<file path="config.mk">
export PLATFORM = sky130hd
export DESIGN_NAME = gaze_region_dwell_tracker
export DESIGN_NICKNAME = d
export VERILOG_FILES = /design/src/rtl/core/grdt_pkg.sv /design/src/rtl/core/grdt_front.sv /design/src/rtl/core/grdt_queue.sv /design/src/rtl/core/grdt_back.sv /design/src/rtl/core/gaze_region_dwell_tracker.sv
export SDC_FILE = /design/constraint.sdc
export NUM_CORES = 2
export LEC_CHECK = 0
export ABC_AREA = 1
export BUFFER_PORTS_ARGS = -buffer_cell sky130_fd_sc_hd__buf_2
export CAP_MARGIN = 10
export CORE_MARGIN = 3
export CORE_UTILIZATION = 50
export CTS_CLUSTER_SIZE = 14
export DETAILED_ROUTE_END_ITERATION = 10
export PLACE_DENSITY = 0.75
export SETUP_SLACK_MARGIN = 0.3
export SYNTH_ARGS = -nofsm -noshare
export SYNTH_HDL_FRONTEND = slang
export SYNTH_HIERARCHICAL = 1
export SYNTH_SLANG_ARGS = --single-unit
</file>
<file path="constraint.sdc">
create_clock -name i_clk -period 8.11 [get_ports i_clk]
set_input_delay 1.2165 -clock i_clk [delete_from_list [all_inputs] [get_ports i_clk]]
set_output_delay 1.2165 -clock i_clk [all_outputs]
set_load 0.01 [all_outputs]
</file>
<file path="src/rtl/core/grdt_pkg.sv">
package grdt_pkg;

    // configuration register indexes
    localparam logic [1:0] REG_TARGET_X      = 2'd0;
    localparam logic [1:0] REG_TARGET_Y      = 2'd1;
    localparam logic [1:0] REG_REGION_RADIUS = 2'd2;

    localparam int CFG_IDX_W  = 2;
    localparam int CFG_DATA_W = 12;

    // field widths
    localparam int TIME_W   = 32;
    localparam int COORD_W  = 16;
    localparam int TARGET_W = 12;
    localparam int RADIUS_W = 11;
    localparam int COUNT_W  = 16;

    // stream payload widths
    localparam int S_TDATA_W = 64;
    localparam int M_TDATA_W = 88;

    // classified sample handed from front to back
    typedef struct packed {
        logic [TIME_W-1:0] stamp;
        logic              hit;
    } t_cls;

endpackage

</file>
<file path="src/rtl/core/grdt_front.sv">
module grdt_front #(
    parameter int QUEUE_DEPTH = 8,
    parameter int CNT_W       = 4
) (
    input  logic                           i_clk,
    input  logic                           i_rst_n,
    // configuration writes
    input  logic                           i_cfg_we,
    input  logic [grdt_pkg::CFG_IDX_W-1:0] i_cfg_idx,
    input  logic [grdt_pkg::CFG_DATA_W-1:0] i_cfg_wdata,
    // incoming samples
    input  logic                           i_valid,
    output logic                           o_ready,
    input  logic [grdt_pkg::TIME_W-1:0]    i_stamp,
    input  logic [grdt_pkg::COORD_W-1:0]   i_gaze_x,
    input  logic [grdt_pkg::COORD_W-1:0]   i_gaze_y,
    input  logic                           i_fix_flag,
    // queue occupancy, used as credit
    input  logic [CNT_W-1:0]               i_q_count,
    // classified samples toward the queue
    output logic                           o_push,
    output grdt_pkg::t_cls                 o_cls
);
    import grdt_pkg::*;

    localparam int DX_W  = COORD_W + 1;
    localparam int SQ_W  = 2 * COORD_W;
    localparam int R2_W  = 2 * RADIUS_W;
    localparam int USE_W = CNT_W + 1;

    // configuration registers
    logic signed [TARGET_W-1:0] r_tx;
    logic signed [TARGET_W-1:0] r_ty;
    logic        [RADIUS_W-1:0] r_radius;

    // stage 1: differences
    logic                     r_s1_vld;
    logic [TIME_W-1:0]        r_s1_stamp;
    logic                     r_s1_flag;
    logic signed [DX_W-1:0]   r_s1_dx;
    logic signed [DX_W-1:0]   r_s1_dy;

    // stage 2: squares
    logic                     r_s2_vld;
    logic [TIME_W-1:0]        r_s2_stamp;
    logic                     r_s2_flag;
    logic [SQ_W-1:0]          r_s2_sqx;
    logic [SQ_W-1:0]          r_s2_sqy;
    logic [R2_W-1:0]          r_s2_r2;

    logic                     w_accept;
    logic [USE_W-1:0]         w_used;
    logic signed [DX_W-1:0]   w_dx;
    logic signed [DX_W-1:0]   w_dy;
    logic signed [2*DX_W-1:0] w_px;
    logic signed [2*DX_W-1:0] w_py;
    logic [SQ_W:0]            w_d2;
    logic [SQ_W:0]            w_lim;

    // configuration write decode
    always_ff @(posedge i_clk) begin
        if (!i_rst_n) begin
            r_tx     <= '0;
            r_ty     <= '0;
            r_radius <= '0;
        end else if (i_cfg_we) begin
            if (i_cfg_idx == REG_TARGET_X)
                r_tx <= i_cfg_wdata[TARGET_W-1:0];
            if (i_cfg_idx == REG_TARGET_Y)
                r_ty <= i_cfg_wdata[TARGET_W-1:0];
            if (i_cfg_idx == REG_REGION_RADIUS)
                r_radius <= i_cfg_wdata[RADIUS_W-1:0];
        end
    end

    // credit: queue entries plus samples still in the pipe must leave room
    assign w_used   = USE_W'(i_q_count) + USE_W'(r_s1_vld) + USE_W'(r_s2_vld);
    assign o_ready  = (w_used < USE_W'(QUEUE_DEPTH));
    assign w_accept = i_valid && o_ready;

    // target scaled to q12.4, differences in 17 bits
    assign w_dx = DX_W'($signed(i_gaze_x)) - DX_W'($signed({r_tx, 4'b0000}));
    assign w_dy = DX_W'($signed(i_gaze_y)) - DX_W'($signed({r_ty, 4'b0000}));

    always_ff @(posedge i_clk) begin
        if (!i_rst_n) begin
            r_s1_vld <= 1'b0;
        end else begin
            r_s1_vld <= w_accept;
        end
    end

    always_ff @(posedge i_clk) begin
        r_s1_stamp <= i_stamp;
        r_s1_flag  <= i_fix_flag;
        r_s1_dx    <= w_dx;
        r_s1_dy    <= w_dy;
    end

    // squares; a square of a 17-bit value here stays below 2^32
    assign w_px = r_s1_dx * r_s1_dx;
    assign w_py = r_s1_dy * r_s1_dy;

    always_ff @(posedge i_clk) begin
        if (!i_rst_n) begin
            r_s2_vld <= 1'b0;
        end else begin
            r_s2_vld <= r_s1_vld;
        end
    end

    always_ff @(posedge i_clk) begin
        r_s2_stamp <= r_s1_stamp;
        r_s2_flag  <= r_s1_flag;
        r_s2_sqx   <= w_px[SQ_W-1:0];
        r_s2_sqy   <= w_py[SQ_W-1:0];
        r_s2_r2    <= R2_W'(r_radius) * R2_W'(r_radius);
    end

    // distance compare against radius squared, both in q.8
    assign w_d2  = (SQ_W+1)'(r_s2_sqx) + (SQ_W+1)'(r_s2_sqy);
    assign w_lim = (SQ_W+1)'({r_s2_r2, 8'h00});

    assign o_push      = r_s2_vld;
    assign o_cls.stamp = r_s2_stamp;
    assign o_cls.hit   = r_s2_flag && (w_d2 < w_lim);

endmodule

</file>
<file path="src/rtl/core/grdt_queue.sv">
module grdt_queue #(
    parameter int DEPTH = 8,
    parameter int CNT_W = 4
) (
    input  logic           i_clk,
    input  logic           i_rst_n,
    input  logic           i_push,
    input  grdt_pkg::t_cls i_data,
    input  logic           i_pop,
    output grdt_pkg::t_cls o_data,
    output logic           o_empty,
    output logic [CNT_W-1:0] o_count
);
    import grdt_pkg::*;

    localparam int PTR_W = (DEPTH > 1) ? $clog2(DEPTH) : 1;

    t_cls             r_mem [DEPTH];
    logic [PTR_W-1:0] r_wr_ptr;
    logic [PTR_W-1:0] r_rd_ptr;
    logic [CNT_W-1:0] r_count;
    logic [CNT_W-1:0] n_count;

    // entry storage
    always_ff @(posedge i_clk) begin
        if (i_push)
            r_mem[r_wr_ptr] <= i_data;
    end

    // pointers and occupancy
    always_comb begin
        unique case ({i_push, i_pop})
            2'b10:   n_count = r_count + CNT_W'(1);
            2'b01:   n_count = r_count - CNT_W'(1);
            default: n_count = r_count;
        endcase
    end

    always_ff @(posedge i_clk) begin
        if (!i_rst_n) begin
            r_wr_ptr <= '0;
            r_rd_ptr <= '0;
            r_count  <= '0;
        end else begin
            if (i_push)
                r_wr_ptr <= (r_wr_ptr == PTR_W'(DEPTH - 1)) ? '0 : r_wr_ptr + PTR_W'(1);
            if (i_pop)
                r_rd_ptr <= (r_rd_ptr == PTR_W'(DEPTH - 1)) ? '0 : r_rd_ptr + PTR_W'(1);
            r_count <= n_count;
        end
    end

    assign o_data  = r_mem[r_rd_ptr];
    assign o_empty = (r_count == '0);
    assign o_count = r_count;

    // credit scheme must keep the queue from overflowing
    a_no_overflow: assert property (@(posedge i_clk) disable iff (!i_rst_n)
        (r_count == CNT_W'(DEPTH)) |-> !i_push || i_pop)
        else $error("queue push while full");

    a_no_underflow: assert property (@(posedge i_clk) disable iff (!i_rst_n)
        i_pop |-> !o_empty)
        else $error("queue pop while empty");

    a_count_bound: assert property (@(posedge i_clk) disable iff (!i_rst_n)
        r_count <= CNT_W'(DEPTH))
        else $error("queue count beyond depth");

endmodule

</file>
<file path="src/rtl/core/grdt_back.sv">
module grdt_back (
    input  logic                              i_clk,
    input  logic                              i_rst_n,
    // classified samples from the queue
    input  logic                              i_empty,
    input  grdt_pkg::t_cls                    i_cls,
    output logic                              o_pop,
    // result stream
    output logic                              o_valid,
    input  logic                              i_ready,
    output logic [grdt_pkg::M_TDATA_W-1:0]    o_data
);
    import grdt_pkg::*;

    localparam int PAY_W = 1 + COUNT_W + 2 * TIME_W;

    logic               r_fixated;
    logic [COUNT_W-1:0] r_entries;
    logic [TIME_W-1:0]  r_dwell;
    logic [TIME_W-1:0]  r_gap;
    logic [TIME_W-1:0]  r_last;

    logic               n_fixated;
    logic [COUNT_W-1:0] n_entries;
    logic [TIME_W-1:0]  n_dwell;
    logic [TIME_W-1:0]  n_gap;
    logic [TIME_W-1:0]  n_last;

    logic               r_out_vld;
    logic [PAY_W-1:0]   r_out_data;

    logic [TIME_W-1:0]  w_span;
    logic [TIME_W:0]    w_dsum;
    logic [TIME_W-1:0]  w_dsat;

    // take a sample when the output register is free or being drained
    assign o_pop = !i_empty && (!r_out_vld || i_ready);

    // elapsed time and saturating dwell add
    assign w_span = i_cls.stamp - r_last;
    assign w_dsum = (TIME_W+1)'(r_dwell) + (TIME_W+1)'(w_span);
    assign w_dsat = w_dsum[TIME_W] ? '1 : w_dsum[TIME_W-1:0];

    // fixation state update
    always_comb begin
        n_fixated = r_fixated;
        n_entries = r_entries;
        n_dwell   = r_dwell;
        n_gap     = r_gap;
        n_last    = r_last;
        priority if (i_cls.hit && !r_fixated) begin
            n_fixated = 1'b1;
            if (r_entries != '1)
                n_entries = r_entries + COUNT_W'(1);
            if (r_last != '0)
                n_gap = w_span;
            n_last = i_cls.stamp;
        end else if (r_fixated) begin
            n_fixated = i_cls.hit;
            n_dwell   = w_dsat;
            n_last    = i_cls.stamp;
        end else begin
            n_fixated = 1'b0;
        end
    end

    always_ff @(posedge i_clk) begin
        if (!i_rst_n) begin
            r_fixated <= 1'b0;
            r_entries <= '0;
            r_dwell   <= '0;
            r_gap     <= '0;
            r_last    <= '0;
        end else if (o_pop) begin
            r_fixated <= n_fixated;
            r_entries <= n_entries;
            r_dwell   <= n_dwell;
            r_gap     <= n_gap;
            r_last    <= n_last;
        end
    end

    // output register
    always_ff @(posedge i_clk) begin
        if (!i_rst_n) begin
            r_out_vld <= 1'b0;
        end else if (o_pop) begin
            r_out_vld <= 1'b1;
        end else if (i_ready) begin
            r_out_vld <= 1'b0;
        end
    end

    always_ff @(posedge i_clk) begin
        if (o_pop)
            r_out_data <= {n_gap, n_dwell, n_entries, n_fixated};
    end

    assign o_valid = r_out_vld;
    assign o_data  = {(M_TDATA_W - PAY_W)'(0), r_out_data};

    // entry count only moves up
    a_entries_mono: assert property (@(posedge i_clk) disable iff (!i_rst_n)
        $past(i_rst_n) |-> r_entries >= $past(r_entries))
        else $error("entry count decreased");

    // an ongoing fixation has always been counted
    a_fix_counted: assert property (@(posedge i_clk) disable iff (!i_rst_n)
        r_fixated |-> r_entries != '0)
        else $error("fixation without entry count");

endmodule

</file>
<file path="src/rtl/core/gaze_region_dwell_tracker.sv">
// Gaze region dwell tracker. Each accepted gaze sample produces exactly one result
// transaction carrying on_target, fix_count, dwell_total and gap_time after the update.
// One sample per clock is sustained while m_axis_tready is high: a two-stage classifier
// (difference, then squares and distance compare) feeds a small queue, and the back end
// updates the fixation state per sample and holds the result in an output register,
// reached through the stage-1 and stage-2 registers and a queue entry. s_axis_tready
// drops only when queue entries plus samples in the classifier reach QUEUE_DEPTH, i.e.
// when the result side has been stalled for a while. The user must write configuration
// via i_cfg_we / i_cfg_idx / i_cfg_wdata only while idle; the block does not enforce it.
module gaze_region_dwell_tracker #(
    parameter int QUEUE_DEPTH = 8
) (
    input  logic                                 i_clk,
    input  logic                                 i_rst_n,
    // configuration write port
    input  logic                                 i_cfg_we,
    input  logic [grdt_pkg::CFG_IDX_W-1:0]       i_cfg_idx,
    input  logic [grdt_pkg::CFG_DATA_W-1:0]      i_cfg_wdata,
    // sample stream
    input  logic                                 s_axis_tvalid,
    output logic                                 s_axis_tready,
    // sample_time[31:0], gaze_x[47:32], gaze_y[63:48]
    input  logic [grdt_pkg::S_TDATA_W-1:0]       s_axis_tdata,
    // fix_flag[0]
    input  logic                                 s_axis_tuser,
    // result stream
    output logic                                 m_axis_tvalid,
    input  logic                                 m_axis_tready,
    // on_target[0], fix_count[16:1], dwell_total[48:17], gap_time[80:49], zero[87:81]
    output logic [grdt_pkg::M_TDATA_W-1:0]       m_axis_tdata
);
    import grdt_pkg::*;

    localparam int CNT_W = $clog2(QUEUE_DEPTH + 1);

    logic             w_push;
    t_cls             w_push_cls;
    logic             w_pop;
    t_cls             w_pop_cls;
    logic             w_empty;
    logic [CNT_W-1:0] w_q_count;

    // front: accept and classify samples
    grdt_front #(
        .QUEUE_DEPTH (QUEUE_DEPTH),
        .CNT_W       (CNT_W)
    ) u_front (
        .i_clk       (i_clk),
        .i_rst_n     (i_rst_n),
        .i_cfg_we    (i_cfg_we),
        .i_cfg_idx   (i_cfg_idx),
        .i_cfg_wdata (i_cfg_wdata),
        .i_valid     (s_axis_tvalid),
        .o_ready     (s_axis_tready),
        .i_stamp     (s_axis_tdata[31:0]),
        .i_gaze_x    (s_axis_tdata[47:32]),
        .i_gaze_y    (s_axis_tdata[63:48]),
        .i_fix_flag  (s_axis_tuser),
        .i_q_count   (w_q_count),
        .o_push      (w_push),
        .o_cls       (w_push_cls)
    );

    // queue between classifier and state update
    grdt_queue #(
        .DEPTH (QUEUE_DEPTH),
        .CNT_W (CNT_W)
    ) u_queue (
        .i_clk   (i_clk),
        .i_rst_n (i_rst_n),
        .i_push  (w_push),
        .i_data  (w_push_cls),
        .i_pop   (w_pop),
        .o_data  (w_pop_cls),
        .o_empty (w_empty),
        .o_count (w_q_count)
    );

    // back: fixation state and result register
    grdt_back u_back (
        .i_clk   (i_clk),
        .i_rst_n (i_rst_n),
        .i_empty (w_empty),
        .i_cls   (w_pop_cls),
        .o_pop   (w_pop),
        .o_valid (m_axis_tvalid),
        .i_ready (m_axis_tready),
        .o_data  (m_axis_tdata)
    );

endmodule
</file>
==> metrics.txt <==
# TYPE chip_impl_metric gauge
chip_impl_metric{name="flow.area_growth_from_synthesis",unit="%"} 8.32
chip_impl_info{name="hold_path_startpoint",value="u_front/r_s1_stamp[4]$_DFF_P_"} 1
chip_impl_info{name="synth.top_cells.by_count",value="inv_1 (1,448), nand2_1 (1,289), fa_1 (579)"} 1
chip_impl_info{name="synth_top_cells_by_area",value="fa_1 (21%), edfxtp_1 (19%), dfxtp_1 (13%)"} 1
chip_impl_metric{name="place_worst_setup_slack",unit="ps"} 1730
chip_impl_metric{name="core_region_area",unit="sq um"} 108000
chip_impl_metric{name="routed_wl",unit="microns"} 131000
chip_impl_metric{name="finalCritPeriodShare",unit="%"} 80.3
chip_impl_metric{name="critPathMaxStageDelay",unit="ps"} 850
chip_impl_metric{name="post_synth_and_or_nand_nor_area_fraction",unit="%"} 15.2
chip_impl_metric{name="synth_compound_area_share",unit="%"} 7.80
chip_impl_metric{name="detailedPlacementHpwl",unit="microns"} 101000
chip_impl_metric{name="post-route-drc-count",unit=""} 0
chip_impl_metric{name="timing.final.max_slew_violations",unit=""} 0
chip_impl_metric{name="routed_wire_length_per_instance",unit="microns"} 16.6
chip_impl_info{name="critical_path.slowest_cell",value="dfxtp_1"} 1
chip_impl_metric{name="post_synth_num_cell_types",unit=""} 67
chip_impl_metric{name="grt_pass1_vias",unit=""} 40800
chip_impl_metric{name="drive_above_1_share",unit="%"} 7.16
chip_impl_metric{name="async_reset_ff_share",unit="%"} 0
chip_impl_metric{name="cts.sink_count",unit=""} 690
chip_impl_metric{name="worstPathRequired",unit="ps"} 8670
chip_impl_metric{name="tightest_slew",unit="ps"} 1120
chip_impl_metric{name="ff2ff_setup_slack",unit="ps"} 1600
chip_impl_metric{name="synth-xor-area-share",unit="%"} 3.37
chip_impl_metric{name="cp.arrival",unit="ps"} 7070
chip_impl_info{name="hold_path_class",value="reg -> reg"} 1
chip_impl_metric{name="synth_mux_area_share",unit="%"} 0.604
chip_impl_metric{name="cts_hold_repair.buffers",unit=""} 0
chip_impl_metric{name="drt_first_iter_violations",unit=""} 2961
chip_impl_info{name="critPathCaptureType",value="flip-flop"} 1
chip_impl_metric{name="grt_pass1_wl",unit="microns"} 212000
chip_impl_metric{name="number_of_antenna_violations_at_the_first_check_in_global_routing",unit=""} 6
chip_impl_metric{name="global_route.overflow_total",unit=""} 0
chip_impl_metric{name="multi_input_comb_area",unit="sq um"} 31100
chip_impl_info{name="clock_tree.root_cell",value="clkbuf_16"} 1
chip_impl_metric{name="syn-mean-instance-area",unit="sq um"} 8.63
chip_impl_info{name="critPathKind",value="reg -> reg"} 1
chip_impl_metric{name="crit_fanout",unit=""} 22
chip_impl_metric{name="total_negative_slack_for_setup_checks",unit="ps"} 0
chip_impl_metric{name="insertion_delay",unit="ps"} 670
chip_impl_metric{name="clock_tree.htree_level_count",unit=""} 3
chip_impl_metric{name="layout.nets",unit=""} 7449
chip_impl_metric{name="synth-seq-area-share",unit="%"} 31.6
chip_impl_metric{name="gr-usage-met1",unit="%"} 32.5
chip_impl_metric{name="global_route.usage.met3",unit="%"} 3.35
chip_impl_metric{name="nFillCells",unit=""} 9520
chip_impl_metric{name="slew-limit-headroom",unit="%"} 25.0
chip_impl_metric{name="design.die.area",unit="sq um"} 113000
chip_impl_metric{name="route.detailed.vias_per_inst",unit=""} 5.13
chip_impl_metric{name="finalNonFillerCells",unit=""} 7886
chip_impl_metric{name="report.final.setup_viol",unit=""} 0
chip_impl_info{name="yosys_most_used_dff",value="edfxtp_1"} 1
chip_impl_metric{name="fin_worst_skew",unit="ps"} 49.6
chip_impl_info{name="timing.hold.worst_endpoint",value="u_front/r_s2_stamp[4]$_DFF_P_"} 1
chip_impl_info{name="worstPathCellList",value="clkinv_1 -> or2_2 -> fa_1 -> inv_1 -> fa_1 -> fa_1 -> fa_1 -> fa_1 -> inv_1 -> fa_1 -> inv_1 -> ha_1 -> nand2_1 -> nor3_2 -> nand4_1 -> nand3_1 -> a21o_1 -> nand3_1 -> nand2_1 -> xor2_1"} 1
chip_impl_metric{name="hold_depth",unit=""} 0
chip_impl_metric{name="cts_buffers",unit=""} 75
chip_impl_metric{name="pin_count",unit=""} 174
chip_impl_metric{name="use_met2",unit="%"} 38.2
chip_impl_metric{name="grtUsageTotal",unit="%"} 23.6
chip_impl_metric{name="cts.clk_slew.worst_paths",unit="ps"} 60
chip_impl_info{name="rr_endpoint",value="u_front/r_s2_sqy[27]$_DFF_P_"} 1
chip_impl_metric{name="fmax",unit="MHz"} 154
chip_impl_metric{name="synth-adder-area-share",unit="%"} 29.6
chip_impl_info{name="worstSetupStartpointType",value="flip-flop"} 1
chip_impl_info{name="rsz0062_at_grt",value="false"} 1
chip_impl_metric{name="route.antenna.remaining_nets",unit=""} 0
chip_impl_metric{name="cts_buffer_depth",unit=""} 3
chip_impl_info{name="r2r_start",value="u_front/r_s1_dy[16]$_DFF_P_"} 1
chip_impl_metric{name="initial_core_util",unit="%"} 50.7
chip_impl_metric{name="portBuffers",unit=""} 166
chip_impl_info{name="cts_tree",value="yes"} 1
chip_impl_info{name="worst_path_dominant_cell_family",value="adder cells"} 1
chip_impl_metric{name="finalHoldViolCount",unit=""} 0
chip_impl_metric{name="ff2ff_path_depth",unit=""} 20
chip_impl_metric{name="synth-edff-count",unit=""} 345
chip_impl_metric{name="syn_std_cell_area",unit="sq um"} 54700
chip_impl_info{name="crit_top_cell",value="fa_1"} 1
chip_impl_metric{name="place_congestion",unit=""} 0.973
chip_impl_metric{name="place.detailed.instances",unit=""} 7743
chip_impl_info{name="post-synth-top-area-cell",value="fa_1"} 1
chip_impl_metric{name="fp-row-count",unit=""} 120
chip_impl_metric{name="design_area",unit="sq um"} 59300
chip_impl_metric{name="seqCellArea",unit="sq um"} 17300
chip_impl_info{name="dominant_combinational_cell_family_by_area_after_synthesis",value="adder cells"} 1
chip_impl_metric{name="postCtsResizedCells",unit=""} 0
chip_impl_metric{name="cts_setup_buffers",unit=""} 0
chip_impl_metric{name="timing.final.crit_period",unit="ps"} 6510
chip_impl_metric{name="vias_post_dr",unit=""} 40500
chip_impl_metric{name="ys.warnings.count",unit=""} 6
chip_impl_metric{name="cap_violations",unit=""} 0
chip_impl_metric{name="cp.buffers_inverters",unit=""} 4
chip_impl_metric{name="grt_max_degree",unit=""} 174
chip_impl_info{name="grt-busiest-layer",value="met2"} 1
chip_impl_info{name="run_status",value="complete, no violations"} 1
chip_impl_metric{name="first_pass_iters",unit=""} 5
chip_impl_metric{name="post-synth-top-area-fraction",unit="%"} 21.2
chip_impl_metric{name="dpl-instance-area",unit="sq um"} 56700
chip_impl_metric{name="yosys_register_bits",unit=""} 690
chip_impl_metric{name="die_y",unit="microns"} 337
chip_impl_metric{name="dieWidth",unit="microns"} 337
chip_impl_info{name="synth.most_common_cell",value="inv_1"} 1
chip_impl_metric{name="final.setup.worst_slack",unit="ps"} 1600
chip_impl_metric{name="synthCells",unit=""} 6337
==> state kept, by name (all words and copies together) (netlist names), 32 cells and up, named ones only <==
register / cells
u_back/r_gap: 32
u_front/r_s1_stamp: 32
u_queue/r_mem: 264
u_front/r_s2_stamp: 32
u_back/r_out_data: 81
u_back/r_last: 32
u_back/r_dwell: 32
==> kinds of logic after synthesis <==
group,after synthesis
flops,690
simple gates,2024
mux,33
other cells,1
buf+inv,1665
compound gates,768
xor+xnor,208
fa+ha+maj,948
==> through the flow <==
| step | util, % | hold WS [ps] |
|---|---|---|
| global placement | 52.6 | 313 |
| CTS | 55.0 | 326 |
| floorplan | - | 310 |
| global route | 55.0 | 333 |
| detailed placement | 52.6 | 312 |
| finish | 55.0 | 324 |
==> how the worst max path moves through the flow <==
stage | from | to | depth (start not counted)
after detailed placement | u_front/r_s1_dy[16]$_DFF_P_ | u_front/r_s2_sqy[27]$_DFF_P_ | 20
final | u_front/r_s1_dy[16]$_DFF_P_ | u_front/r_s2_sqy[27]$_DFF_P_ | 20
after global routing | u_front/r_s1_dy[16]$_DFF_P_ | u_front/r_s2_sqy[27]$_DFF_P_ | 20
after CTS | u_front/r_s1_dy[16]$_DFF_P_ | u_front/r_s2_sqy[27]$_DFF_P_ | 20
after global placement | u_front/r_s1_dy[16]$_DFF_P_ | u_front/r_s2_sqy[27]$_DFF_P_ | 22
after floorplan | m_axis_tready | u_queue/o_count[2]$_SDFFE_PN0P_ | 13
==> area by class of cell <==
| type | count | area share [%] |
|---|---|---|
| Antenna cell | 3 | 0.0127 |
| Clock buffer | 109 | 3.60 |
| Clock inverter | 31 | 0.766 |
| Inverter | 1469 | 9.32 |
| Multi-Input combinational cell | 3988 | 52.4 |
| Sequential cell | 690 | 29.1 |
| Tap cell | 1403 | 2.96 |
| Timing Repair Buffer | 193 | 1.77 |
==> layout by cell type (no fill, tap or decap), types with 9 or more instances in the layout <==
cell	instances
xor2_1	131
a31oi_1	12
nand3_1	134
ha_1	369
nand2_2	23
nor2_1	435
nor2_2	12
nor3_1	22
dfxtp_1	343
buf_4	27
inv_1	1448
nand2_1	1289
nor4_1	10
nand4_1	22
a21o_1	16
fa_1	579
or2_2	15
xnor2_1	74
a22oi_1	9
o21ai_0	221
o21ai_2	10
mux2i_1	33
nand3b_1	9
buf_2	165
clkbuf_1	21
clkbuf_8	13
inv_2	18
a21oi_1	285
o22ai_1	34
o21bai_1	22
a21oi_2	10
nand3_2	21
o21ai_1	110
edfxtp_1	345
clkbuf_16	75
nor2_4	10
==> metal layers <==
metal	vias to the layer above	share of wire [%]
li1	19600	-
met3	230	6.8
met5	-	0.026
met1	19400	44
met2	1247	46
met4	4	3.5
Power is left out: the tool's default activity adds up to more than one toggle a clock period on the data nets, which glitch-free logic cannot reach.
